**config.mk**
```make
export PLATFORM = sky130hd
export DESIGN_NAME = c3v_cell
export DESIGN_NICKNAME = d
export VERILOG_FILES = /design/src/sv/c3v_pkg.sv /design/src/sv/c3v_cell.sv
export SDC_FILE = /design/constraint.sdc
export NUM_CORES = 2
export LEC_CHECK = 0
export BUFFER_PORTS_ARGS = -buffer_cell sky130_fd_sc_hd__buf_2
export CELL_PAD_IN_SITES_DETAIL_PLACEMENT = 0
export CELL_PAD_IN_SITES_GLOBAL_PLACEMENT = 1
export CORE_MARGIN = 4
export CORE_UTILIZATION = 30
export CTS_CLUSTER_SIZE = 10
export DETAILED_ROUTE_END_ITERATION = 10
export PLACE_DENSITY = 0.63
export SYNTH_ARGS = -nofsm -noshare
export SYNTH_HDL_FRONTEND = slang
export SYNTH_SLANG_ARGS = --single-unit
```
**constraint.sdc**
```tcl
create_clock -name i_clk -period 10.2 [get_ports i_clk]
set_input_delay 2.04 -clock i_clk [delete_from_list [all_inputs] [get_ports i_clk]]
set_output_delay 2.04 -clock i_clk [all_outputs]
set_load 0.005 [all_outputs]
```
**src/sv/c3v_pkg.sv**
```systemverilog
// Shared types and constants for the 3x3 valid-convolution stream block.
package c3v_pkg;

    localparam int PIX_BITS  = 16;
    localparam int COEF_BITS = 16;
    localparam int PROD_BITS = PIX_BITS + COEF_BITS;
    localparam int SUM_BITS  = 35;
    localparam int CNT_BITS  = 6;
    localparam int KROW_BITS = 48;
    localparam int APB_DW    = 64;
    localparam int APB_AW    = 6;
    localparam int IDX_BITS  = 3;

    // register indexes, byte address = 8 * index
    localparam logic [IDX_BITS-1:0] REG_KERNEL_TOP    = 3'd0;
    localparam logic [IDX_BITS-1:0] REG_KERNEL_MIDDLE = 3'd1;
    localparam logic [IDX_BITS-1:0] REG_KERNEL_BOTTOM = 3'd2;
    localparam logic [IDX_BITS-1:0] REG_IMAGE_WIDTH   = 3'd3;
    localparam logic [IDX_BITS-1:0] REG_IMAGE_HEIGHT  = 3'd4;

    localparam logic [CNT_BITS-1:0] SIZE_RESET = 6'd28;
    localparam logic [CNT_BITS-1:0] SIZE_MIN   = 6'd3;

    typedef logic signed [PIX_BITS-1:0]  t_pixel;
    typedef logic signed [COEF_BITS-1:0] t_coef;
    typedef logic signed [PROD_BITS-1:0] t_prod;
    typedef logic signed [SUM_BITS-1:0]  t_sum;

    // one window column, index 0 is the top row
    typedef t_pixel [2:0] t_column;
    typedef t_coef  [2:0] t_coef_col;

    typedef struct packed {
        logic signed [PIX_BITS-1:0] pixel_value;
        logic                       frame_start;
    } t_pix_in;

    typedef struct packed {
        logic signed [SUM_BITS-1:0] window_sum;
        logic                       frame_last;
    } t_res_out;

endpackage

```
**src/sv/c3v_cell.sv**
```systemverilog
// One window column cell: holds a column, multiplies it by its coefficients, sums.
module c3v_cell (
    input  logic                 i_clk,
    input  logic                 i_rst_n,
    input  logic                 i_shift,
    input  c3v_pkg::t_column     i_col,
    output c3v_pkg::t_column     o_col,
    input  c3v_pkg::t_coef_col   i_coef,
    input  logic                 i_mul_en,
    input  logic                 i_sum_en,
    output c3v_pkg::t_sum        o_sum
);
    import c3v_pkg::*;

    t_column r_col;
    t_prod   r_prod [3];
    t_sum    r_sum;
    t_sum    n_sum;

    always_ff @(posedge i_clk) begin
        if (!i_rst_n) begin
            r_col <= '0;
        end else if (i_shift) begin
            r_col <= i_col;
        end
    end

    always_ff @(posedge i_clk) begin
        if (i_mul_en) begin
            for (int r = 0; r < 3; r++) begin
                r_prod[r] <= t_prod'($signed(r_col[r])) * t_prod'($signed(i_coef[r]));
            end
        end
    end

    always_comb begin
        n_sum = t_sum'(r_prod[0]) + t_sum'(r_prod[1]) + t_sum'(r_prod[2]);
    end

    always_ff @(posedge i_clk) begin
        if (i_sum_en) begin
            r_sum <= n_sum;
        end
    end

    assign o_col = r_col;
    assign o_sum = r_sum;

endmodule

```
==> results by group <==
Place
  • Dpl hpwl: 78100 µm
  • Placed cell area: 0.0398 mm²
  • Dpl ws: 1.58 ns
  • Cells after DPL: 5446
  • Port-buffer cells: 183
  • Final GP Congestion: 0.779

Final layout
  • Final Non-Filler Cells: 5483
  • Filler cells: 12800
  • Area grow syn2layout: 8.92%
  • Design area: 0.0404 mm²
  • Share of cells above drive strength 1: 6.38%
  • Final Core Density: 33.0%
  • # nets final: 5038

Clock tree
  • Inserted Clock Buffers: 17
  • Clock transition at path regs: 0.08 ns
  • Worst-Skew Late Latency: 0.52 ns
  • CTS tree: yes
  • Postcts setup bufs: 0
  • Clk buf depth: 2
  • CTS root buf: clkbuf_16
  • CTS H-Tree Depth: 4
  • Resize count post-CTS: 0
  • CTS hold repair buffers: 0
  • Clk sink count: 178

Timing
  • Final Setup Violations: 0
  • Final Hold Vio Count: 0
  • Period minus WS final: 8.06 ns
  • FMAX: 124 MHz
  • Fin. max-slew vios: 0
  • Skew final: 0.0220 ns
  • Setup tns final: 0 ns
  • Crit share post-route: 79.0%
  • Final Worst Setup Slack: 2.14 ns
  • Final hold slack: 0.563 ns
  • Worst-Margin Slew: 1.06 ns
  • RSZ-0062 raised after global routing: false
  • Worst rel slew slack: 29.5%

Power
  • Power Density: 276 mW/mm²
  • VDD IR max: 0.218 mV
  • Final Power: 11.2 mW
  • Leak pwr: 20.1 nW

Synth
  • Top cells by area, synth: fa_1, edfxtp_1, ha_1
  • Cells after Synth: 3733
  • Average size of a mapped cell: 9.94 µm²
  • Netlist cell types: 68
  • Cell taking the most area after synthesis: fa_1
  • Synth top area share: 44.2%
  • Post-synth top flop: edfxtp_1
  • Synth Cell Area: 0.0371 mm²
  • Largest family of logic cells by synthesized area: adder cells
  • Post-Synth XOR/XNOR Area: 3.07%
  • Multiplexer area fraction after synthesis: 1.32%
  • Post-synth ARST share: 0%
  • Number of synthesized flops with an enable pin: 130
  • Yosys warns: 0
  • Syn nets: 4931
  • Simple-gate share of the synthesized area: 13.9%
  • Sequential-to-total area share from yosys stat: 13.1%
  • Compound-Gate Fraction of Synth Area: 5.28%
  • Adder-cell area share of the yosys netlist: 53.5%
  • Seq cells post-synth: 178

Floorplan
  • Width of the die: 360 µm
  • Core ar.: 0.122 mm²
  • Core Rows: 128
  • Die area: 0.129 mm²
  • Die H: 360 µm
  • Starting Density: 30.3%
  • Io pins: 184

Route
  • Pre-antenna DRT Iters: 4
  • DRC Markers: 0
  • DRT iter0 DRCs: 1138
  • Vias: 24900
  • Via density: 4.53
  • Mean routed wirelength per cell: 17.0 µm
  • Final ANT Viol Nets: 0
  • Routed wire length: 93400 µm

Critical path
  • Crit path launch type: primary input
  • Worst EP required: 10.45 ns
  • WS Path Type: primary input to flop
  • WP buf/inv: 4
  • Crit path arrival time: 8.31 ns
  • CP cell instances: buf_2, nand2_1, inv_1, fa_1, fa_1, fa_1, fa_1, fa_1, inv_1, fa_1, inv_1, ha_1, a21o_1, a21o_1, a21o_1, a21o_1, a22o_1, a2111o_1, a21o_1, a21oi_1, xnor2_1
  • Critical Path End Type: flop
  • Critical path's slowest cell: fa_1
  • CP most frequent cell: fa_1
  • Crit-path max FO: 16
  • CP peak stage delay: 0.90 ns
  • CP top delay family: adder cells

GRT
  • Tot GR Track Use: 15.1%
  • Grt ovf: 0
  • Largest net degree at the start of global routing: 65
  • Initial antenna violation count: 9
  • Global-route wire length before repair: 154000 µm
  • Number of global-route vias before repair: 27100

Job
  • Max-cap violations: 0

Status
  • Status: complete, no violations

Worst hold path
  • Worst hold path class: flop to flop
-- cells by family after synthesis --
family,Yosys count
AO/OA/AOI/OAI,294
XOR/XNOR,130
adder cells (fa/ha/maj),1097
buffers and inverters,970
flip-flops,178
multiplexers,49
AND/OR/NAND/NOR,1015
-- per-layer routing --
layer / track usage [%] / wire (µm) / part of all wire [%]
met3: 1.79 / 2380 / 2.5
met4: 2.47 / 1040 / 1.1
met1: 20.9 / 43300 / 46
met2: 25.8 / 46700 / 50
met5: 0 / 0 / 0
-- worst min-delay path, stage by stage (launching register included) --
cell and delay [ns]:
dfxtp_1 0.34, mux2i_1 0.13, nor2b_1 0.05
-- worst paths after layout --
kind | from | end | slack (ns) | cells after the start
setup / recovery | i_coef[33] | r_prod[0][95] | 2.14 | 21
hold / removal | o_col[34] | o_col[34] | 0.56 | 2
setup reg to reg | o_col[27] | r_prod[0][62] | 3.17 | 20
hold reg to reg | o_col[34] | o_col[34] | 0.56 | 2
-- synthesized netlist by cell type, types with 8 or more instances --
| cell type | number |
|---|---|
| clkbuf_1 | 108 |
| or3_1 | 9 |
| mux2i_1 | 49 |
| ha_1 | 278 |
| nand2b_1 | 22 |
| inv_1 | 857 |
| nand2_1 | 386 |
| and2_1 | 375 |
| xor2_1 | 30 |
| edfxtp_1 | 130 |
| xnor2_1 | 100 |
| a211oi_1 | 12 |
| o211ai_1 | 8 |
| nor3_1 | 20 |
| nand4_1 | 8 |
| dfxtp_1 | 48 |
| nor2_1 | 85 |
| and3_1 | 13 |
| fa_1 | 819 |
| nor2b_1 | 57 |
| o21ai_0 | 46 |
| o21a_1 | 20 |
| a21oi_1 | 80 |
| nand3_1 | 21 |
| o21bai_1 | 11 |
| a21o_1 | 58 |
-- registers in the layout, indices dropped and copies added, names as in the netlist --
register,flops
r_prod,96
o_sum,34
o_col,48
-- power by group --
part	total, mW	leakage [nW]	internal, mW	switching (mW)
clock	0.751	0.309	0.345	0.406
combinational	8.71	18.1	3.60	5.10
sequential	1.72	1.68	1.48	0.237
total	11.2	20.1	5.43	5.75
-- area by class of cell --
type                    instances  area (µm²)  share of cell area [%]
repair buffers                201        1060                    2.61
well taps                    1625        2030                    5.03
multi-input cells            2585       28600                    70.8
clock buffers                  17         425                    1.05
diodes                          5        12.5                  0.0310
inverters                     857        3220                    7.96
flip-flops and latches        178        4860                    12.0
clock inverters                15         213                   0.526
-- cells in the final DEF (no fill, tap or decap), types with 8 or more instances in the layout --
cell       Yosys  routed
inv_1        857     857
fa_1         819     819
nand2_1      386     386
and2_1       375     375
ha_1         278     278
buf_2          0     181
edfxtp_1     130     130
xnor2_1      100     100
nor2_1        85      85
a21oi_1       80      80
a21o_1        58      58
nor2b_1       57      57
mux2i_1       49      49
dfxtp_1       48      48
o21ai_0       46      46
xor2_1        30      30
nand2b_1      22      22
nand3_1       21      21
nor3_1        20      20
o21a_1        20      20
buf_4          1      20
clkbuf_16      0      17
and3_1        13      13
a211oi_1      12      12
o21bai_1      11      11
or3_1          9       9
nand4_1        8       8
o211ai_1       8       8
Note: power is estimated with default switching activity, not from simulation.
