## config.mk

```make
export PLATFORM = sky130hd
export DESIGN_NAME = c3v_ram
export DESIGN_NICKNAME = d
export VERILOG_FILES = /design/src/sv/c3v_ram.sv
export SDC_FILE = /design/constraint.sdc
export NUM_CORES = 1
export LEC_CHECK = 0
export BUFFER_PORTS_ARGS = -buffer_cell sky130_fd_sc_hd__buf_4
export CAP_MARGIN = 20
export CORE_MARGIN = 2
export CORE_UTILIZATION = 43
export CTS_BUF_LIST = sky130_fd_sc_hd__clkbuf_2 sky130_fd_sc_hd__clkbuf_4 sky130_fd_sc_hd__clkbuf_8
export CTS_CLUSTER_DIAMETER = 200
export DETAILED_ROUTE_END_ITERATION = 10
export SYNTH_ARGS = -nofsm -noshare
export SYNTH_HDL_FRONTEND = slang
export SYNTH_SLANG_ARGS = --single-unit
export TNS_END_PERCENT = 5
```

## constraint.sdc

```tcl
create_clock -name i_clk -period 7 [get_ports i_clk]
set_input_delay 1.4 -clock i_clk [delete_from_list [all_inputs] [get_ports i_clk]]
set_output_delay 1.4 -clock i_clk [all_outputs]
set_load 0.02 [all_outputs]
```

## src/sv/c3v_ram.sv

```systemverilog
// Generic single-write, single-read RAM with registered read data.
module c3v_ram #(
    parameter int WIDTH = 32,
    parameter int DEPTH = 32
) (
    input  logic                     i_clk,
    input  logic                     i_we,
    input  logic [$clog2(DEPTH)-1:0] i_waddr,
    input  logic [WIDTH-1:0]         i_wdata,
    input  logic                     i_re,
    input  logic [$clog2(DEPTH)-1:0] i_raddr,
    output logic [WIDTH-1:0]         o_rdata
);

    logic [WIDTH-1:0] r_mem [DEPTH];
    logic [WIDTH-1:0] r_rdata;

    always_ff @(posedge i_clk) begin
        if (i_we) begin
            r_mem[i_waddr] <= i_wdata;
        end
    end

    // read returns the old word on a same-address write
    always_ff @(posedge i_clk) begin
        if (i_re) begin
            r_rdata <= r_mem[i_raddr];
        end
    end

    assign o_rdata = r_rdata;

endmodule

```

==> results.json, run 1 <==
{
  "outcome": "complete, no violations",
  "numCtsBuffers": 165,
  "drive_above_1_share": 0.165,
  "grtUsageTotal": 0.214,
  "skew_ps": 35.4,
  "cts_tree": "built",
  "design_area_um2": 46100,
  "worstPathRequired_ps": 7510,
  "die_y_um": 312,
  "wl_per_cell_um": 27.7,
  "gp_congestion": 0.769,
  "power_density_nw_per_um2": 276,
  "setup_viol": 0,
  "hold_viol": 0,
  "fmax_ghz": 0.296,
  "fin_crit_ps": 3380,
  "worstMarginPinSlew_ps": 1120,
  "mostFrequentLayoutCells": "1,056 x edfxtp_1, 512 x mux2i_1, 168 x clkbuf_8",
  "place.port_buffers": 76,
  "ctsHtreeMaxLevel": 4,
  "fp.dieArea_um2": 97400,
  "die_x_um": 312,
  "cp_max_fo": 54,
  "p_leak_nw": 16.0,
  "arrival_ps": 3890,
  "syn-num-nets": 2305,
  "core_area_um2": 93700,
  "cp-start-kind": "input pin",
  "nets": 2472,
  "rows": 112,
  "final_common_cell": "edfxtp_1",
  "first_global_vias": 21900,
  "initial_core_util": 0.435,
  "cts_hold_buf": 0,
  "peakVddDrop_mv": 0.152,
  "hold_path_class": "reg2reg",
  "ys_seq_area_frac": 0.777,
  "max-cap-violations": 0,
  "drt_iter0_drc": 2281,
  "power_mw": 12.7,
  "synth-seq-cells": 1056,
  "fin_crit_sh": 0.482,
  "grt_max_degree": 102,
  "post_cts.repair.setup_buffers": 0,
  "slew_viol_final": 0,
  "critPathKind": "in2reg",
  "viasPerCell": 5.66,
  "setup-tns-final_ps": 0,
  "worst_setup_path_end_kind": "flip-flop",
  "firstDrtPassIters": 6,
  "wirelength_mm": 105,
  "cts_root_buf": "clkbuf_8",
  "overflow": 0,
  "post_cts_resized": 0,
  "ys.warnings.count": 0,
  "synth_cells": 2260,
  "io_pins": 77,
  "clkTransAtPathRegs_ps": 60,
  "drc": 0,
  "synth.distinct_cells": 24,
  "syn2layout_area_growth_pct": 12.9,
  "synthesis.area_um2": 40800,
  "clock_latency_ps": 820,
  "antenna_found_initial": 5,
  "cts_sinks": 1056,
  "place_area_um2": 42900,
  "slew_headroom": 0.250,
  "fillers": 7600,
  "ant_nets": 0,
  "clk_path_buf_depth": 3,
  "dp_hpwl_mm": 55.4,
  "synth.avg_cell_area_um2": 18.1,
  "rsz0062_at_grt": "no",
  "grt_pass1_wl_mm": 151,
  "num_vias": 21600
}
[final cells by class]
type                            instances  area (um^2)  share of cell area
Tap cell                             1254         1570              0.0340
Sequential cell                      1056        31700               0.688
Timing Repair Buffer                  127         1050              0.0228
Clock buffer                          225         2740              0.0595
Antenna cell                            1         2.50           0.0000543
Clock inverter                         68          407             0.00882
Multi-Input combinational cell       1077         8610               0.187
[worst paths after layout]
| path | from | end | slack (ps) | cells past startpoint |
|---|---|---|---|---|
| worst max-delay path | i_raddr[1] | o_rdata[20]$_DFFE_PP_ | 3620 | 7 |
| worst min-delay path | r_mem[26][5]$_DFFE_PP_ | o_rdata[5]$_DFFE_PP_ | 660 | 4 |
| worst max register to register | r_mem[3][11]$_DFFE_PP_ | o_rdata[11]$_DFFE_PP_ | 5350 | 5 |
| worst min register to register | r_mem[26][5]$_DFFE_PP_ | o_rdata[5]$_DFFE_PP_ | 660 | 4 |
[power breakdown]
| group | internal [mW] | total (mW) | switching [mW] | leakage [nW] |
|---|---|---|---|---|
| clock | 2.62 | 4.94 | 2.32 | 1.66 |
| combinational | 0.219 | 0.686 | 0.467 | 4.75 |
| sequential | 7.06 | 7.09 | 0.0309 | 9.54 |
| total | 9.90 | 12.7 | 2.82 | 16.0 |
[per-layer routing]
metal / global-route usage / up-vias / share of wire
met5: 0 / - / 0.00037
met4: 0.0652 / 6 / 0.022
met3: 0.0414 / 180 / 0.072
met2: 0.351 / 907 / 0.49
met1: 0.291 / 11100 / 0.42
li1: - / 9367 / -
[worst max-delay path: stages]
cell     delay [ps]
buf_4           140
nor2_4          810
buf_4           800
a22o_1          260
nor3_1           60
a31oi_1         240
nand3_1         130
[sequential cells by signal, summed over array words and instances, names as in the netlist]
| register | flops |
|---|---|
| r_mem | 1024 |
| o_rdata | 32 |
[cell usage after synthesis (all sizes together)]
cell type	number	area (um^2)
or2	1	6.26
or3b	3	26.3
a22oi	96	721
nand2	98	368
buf	79	566
mux2i	512	5120
and2b	1	7.51
nor2b	1	6.26
nand2b	2	12.5
or3	1	6.26
nor2	34	128
nand3b	5	37.5
a21oi	96	480
edfxtp	1056	31700
a22o	64	561
nor3	32	160
clkbuf	48	188
nand3	98	490
and2	1	6.26
a31oi	32	200
[per-stage QoR]
stage,setup slack [ps],hold slack (ps),instances,util
after floorplan,3170,629,2260,-
after global placement,2790,666,3514,0.458
after detailed placement,2750,664,3514,0.458
after CTS,3630,659,3807,0.492
after global routing,3560,703,3808,0.492
final,3620,665,3808,0.492
[cell families after synthesis]
| family | count (synthesis) | synth area share |
|---|---|---|
| and+or+nand+nor | 277 | 0.0308 |
| muxes | 512 | 0.126 |
| buffers and inverters | 127 | 0.0185 |
| DFF | 1056 | 0.777 |
| AOI/OAI and AO/OA | 288 | 0.0481 |
No activity file was read; power rests on OpenSTA's default activity.
==> inputs of run 2 (changes only) <==
Settings changed: ABC_AREA set to 1.
Clock period 7 ns to 2.7 ns, I/O delays scaled along.
==> results.json, run 2 <==
{
  "outcome": "complete, no violations",
  "synth_top_family_by_area": "simple AND/OR/NAND/NOR gates",
  "synth_xor_area_frac": 0,
  "path_cells": "buf_4",
  "synth-simple-area-share": 0.221,
  "drt_iter0_drc": 3100,
  "drive_above_1_share": 0.126,
  "largest-register": "r_mem",
  "die_x_um": 319,
  "firstDrtPassIters": 5,
  "ctsHtreeMaxLevel": 4,
  "area.sequential_um2": 31700,
  "syn-num-nets": 3581,
  "grtUsageTotal": 0.232,
  "cts_root_buf": "clkbuf_8",
  "grt_pass1_wl_mm": 174,
  "syn2layout_area_growth_pct": 13.3,
  "synth_cells": 3536,
  "setup-tns-final_ps": 0,
  "skew_ps": 32.7,
  "worstMarginPinSlew_ps": 869,
  "mostFrequentLayoutCells": "1,440 x nand2_1, 1,056 x edfxtp_1, 780 x nand3_1",
  "ys.warnings.count": 0,
  "fin_crit_sh": 0.793,
  "post_cts_resized": 0,
  "clk_path_buf_depth": 3,
  "wl_per_cell_um": 23.3,
  "power_mw": 33.6,
  "synth-compound-area-share": 0,
  "rows": 115,
  "cts_sinks": 1056,
  "core_area_um2": 98400,
  "numCtsBuffers": 168,
  "place_area_um2": 45300,
  "largest_reg_flops": 1024,
  "path_delay_family": "flip-flops",
  "io_pins": 77,
  "cp_max_fo": 1,
  "slew_viol_final": 0,
  "cts_tree": "built",
  "cpPeakStageDelay_ps": 550,
  "clock_latency_ps": 840,
  "ys_top_cells_by_count": "1,440 x nand2_1, 1,056 x edfxtp_1, 780 x nand3_1, 83 x buf_2, 66 x buf_6",
  "viasPerCell": 5.43,
  "post_cts.repair.setup_buffers": 0,
  "finalHoldWorstSlack_ps": 114,
  "synth.distinct_cells": 13,
  "p_leak_nw": 17.7,
  "cp-start-kind": "flip-flop",
  "synth_mux_area_frac": 0,
  "hold_path_class": "in2reg",
  "cts_hold_buf": 0,
  "crit_buf_inv": 1,
  "worstPathRequired_ps": 2160,
  "synth_top_cells_by_area": "edfxtp_1 74%, nand2_1 13%, nand3_1 9.1%, buf_6 1.7%, buf_2 0.97%",
  "yosys.area_share.adder": 0,
  "ys_seq_area_frac": 0.742,
  "synth.avg_cell_area_um2": 12.1,
  "overflow": 0,
  "fillers": 8667,
  "synth-seq-cells": 1056,
  "slew_headroom": 0.420,
  "gp_congestion": 0.785,
  "synth_top_flop_cell": "edfxtp_1",
  "worst_setup_path_end_kind": "output pin",
  "rsz0062_at_grt": "no",
  "final_common_cell": "nand2_1",
  "yosysTopAreaCell": "edfxtp_1",
  "grt_max_degree": 87,
  "first_global_vias": 26500,
  "fmax_ghz": 0.467,
  "yosysTopAreaCellShare": 0.742,
  "synth-edff-count": 1056,
  "dp_hpwl_mm": 59.1,
  "max-cap-violations": 0,
  "nets": 3718,
  "peakVddDrop_mv": 0.390,
  "crit_slowest_cell": "edfxtp_1",
  "multi_input_area_um2": 9670,
  "fin_crit_ps": 2140,
  "setup_viol": 0,
  "num_vias": 27600,
  "wirelength_mm": 118,
  "synthesis.area_um2": 42700,
  "synth_most_common_cell": "nand2_1",
  "critPathKind": "reg2out",
  "synth-async-reset-ratio": 0,
  "place.port_buffers": 76,
  "hold_viol": 0,
  "drc": 0,
  "design_area_um2": 48400,
  "initial_core_util": 0.434,
  "fp.dieArea_um2": 102000,
  "arrival_ps": 1600,
  "antenna_found_initial": 4,
  "power_density_nw_per_um2": 695,
  "reg2reg_slack_ps": 1290,
  "ant_nets": 0,
  "clkTransAtPathRegs_ps": 60,
  "die_y_um": 319
}
==> run 2: path summary, 6_finish.rpt <==
check / startpoint / end / cells after the start
hold reg to reg: r_mem[2][15]$_DFFE_PP_ / o_rdata[15]$_DFFE_PP_ / 8
setup reg to reg: r_mem[19][22]$_DFFE_PP_ / o_rdata[22]$_DFFE_PP_ / 8
hold / removal: i_wdata[18] / r_mem[8][18]$_DFFE_PP_ / 1
setup / recovery: o_rdata[17]$_DFFE_PP_ / o_rdata[17] / 1
==> run 2: cell type report <==
class                           count  share of cell area
Antenna cell                        2            0.000103
Clock buffer                      229              0.0575
Clock inverter                     62             0.00783
Inverter                           10             0.00140
Multi-Input combinational cell   2252               0.200
Sequential cell                  1056               0.655
Tap cell                         1287              0.0333
Timing Repair Buffer              185              0.0454
==> run 2: report_power, final <==
group,total (mW),switching (mW),internal (mW),leakage [nW]
Sequential,18.4,0.0835,18.3,9.55
Combinational,2.20,1.57,0.630,6.46
Clock,13.1,6.19,6.87,1.69
Total,33.6,7.84,25.8,17.7
==> run 2: per-stage QoR <==
step                utilization  setup slack, ps  cells
floorplan                     -             83.5   3536
global placement          0.460              452   4790
detailed placement        0.460              445   4790
CTS                       0.492              504   5081
global route              0.492              514   5083
finish                    0.492              558   5083
==> run 2: per-layer routing <==
metal | track usage | share of wire | routed length (um) | up-vias
met3 | 0.0416 | 0.074 | 8710 | 215
met1 | 0.319 | 0.42 | 50200 | 13600
met5 | 0 | 0.00020 | 24 | -
met2 | 0.371 | 0.48 | 56300 | 1165
met4 | 0.0788 | 0.027 | 3240 | 4
li1 | - | - | - | 12700
==> run 2: logic make-up after synthesis <==
kind of cell,count (synthesis)
simple gates,2252
flops,1056
buf+inv,228
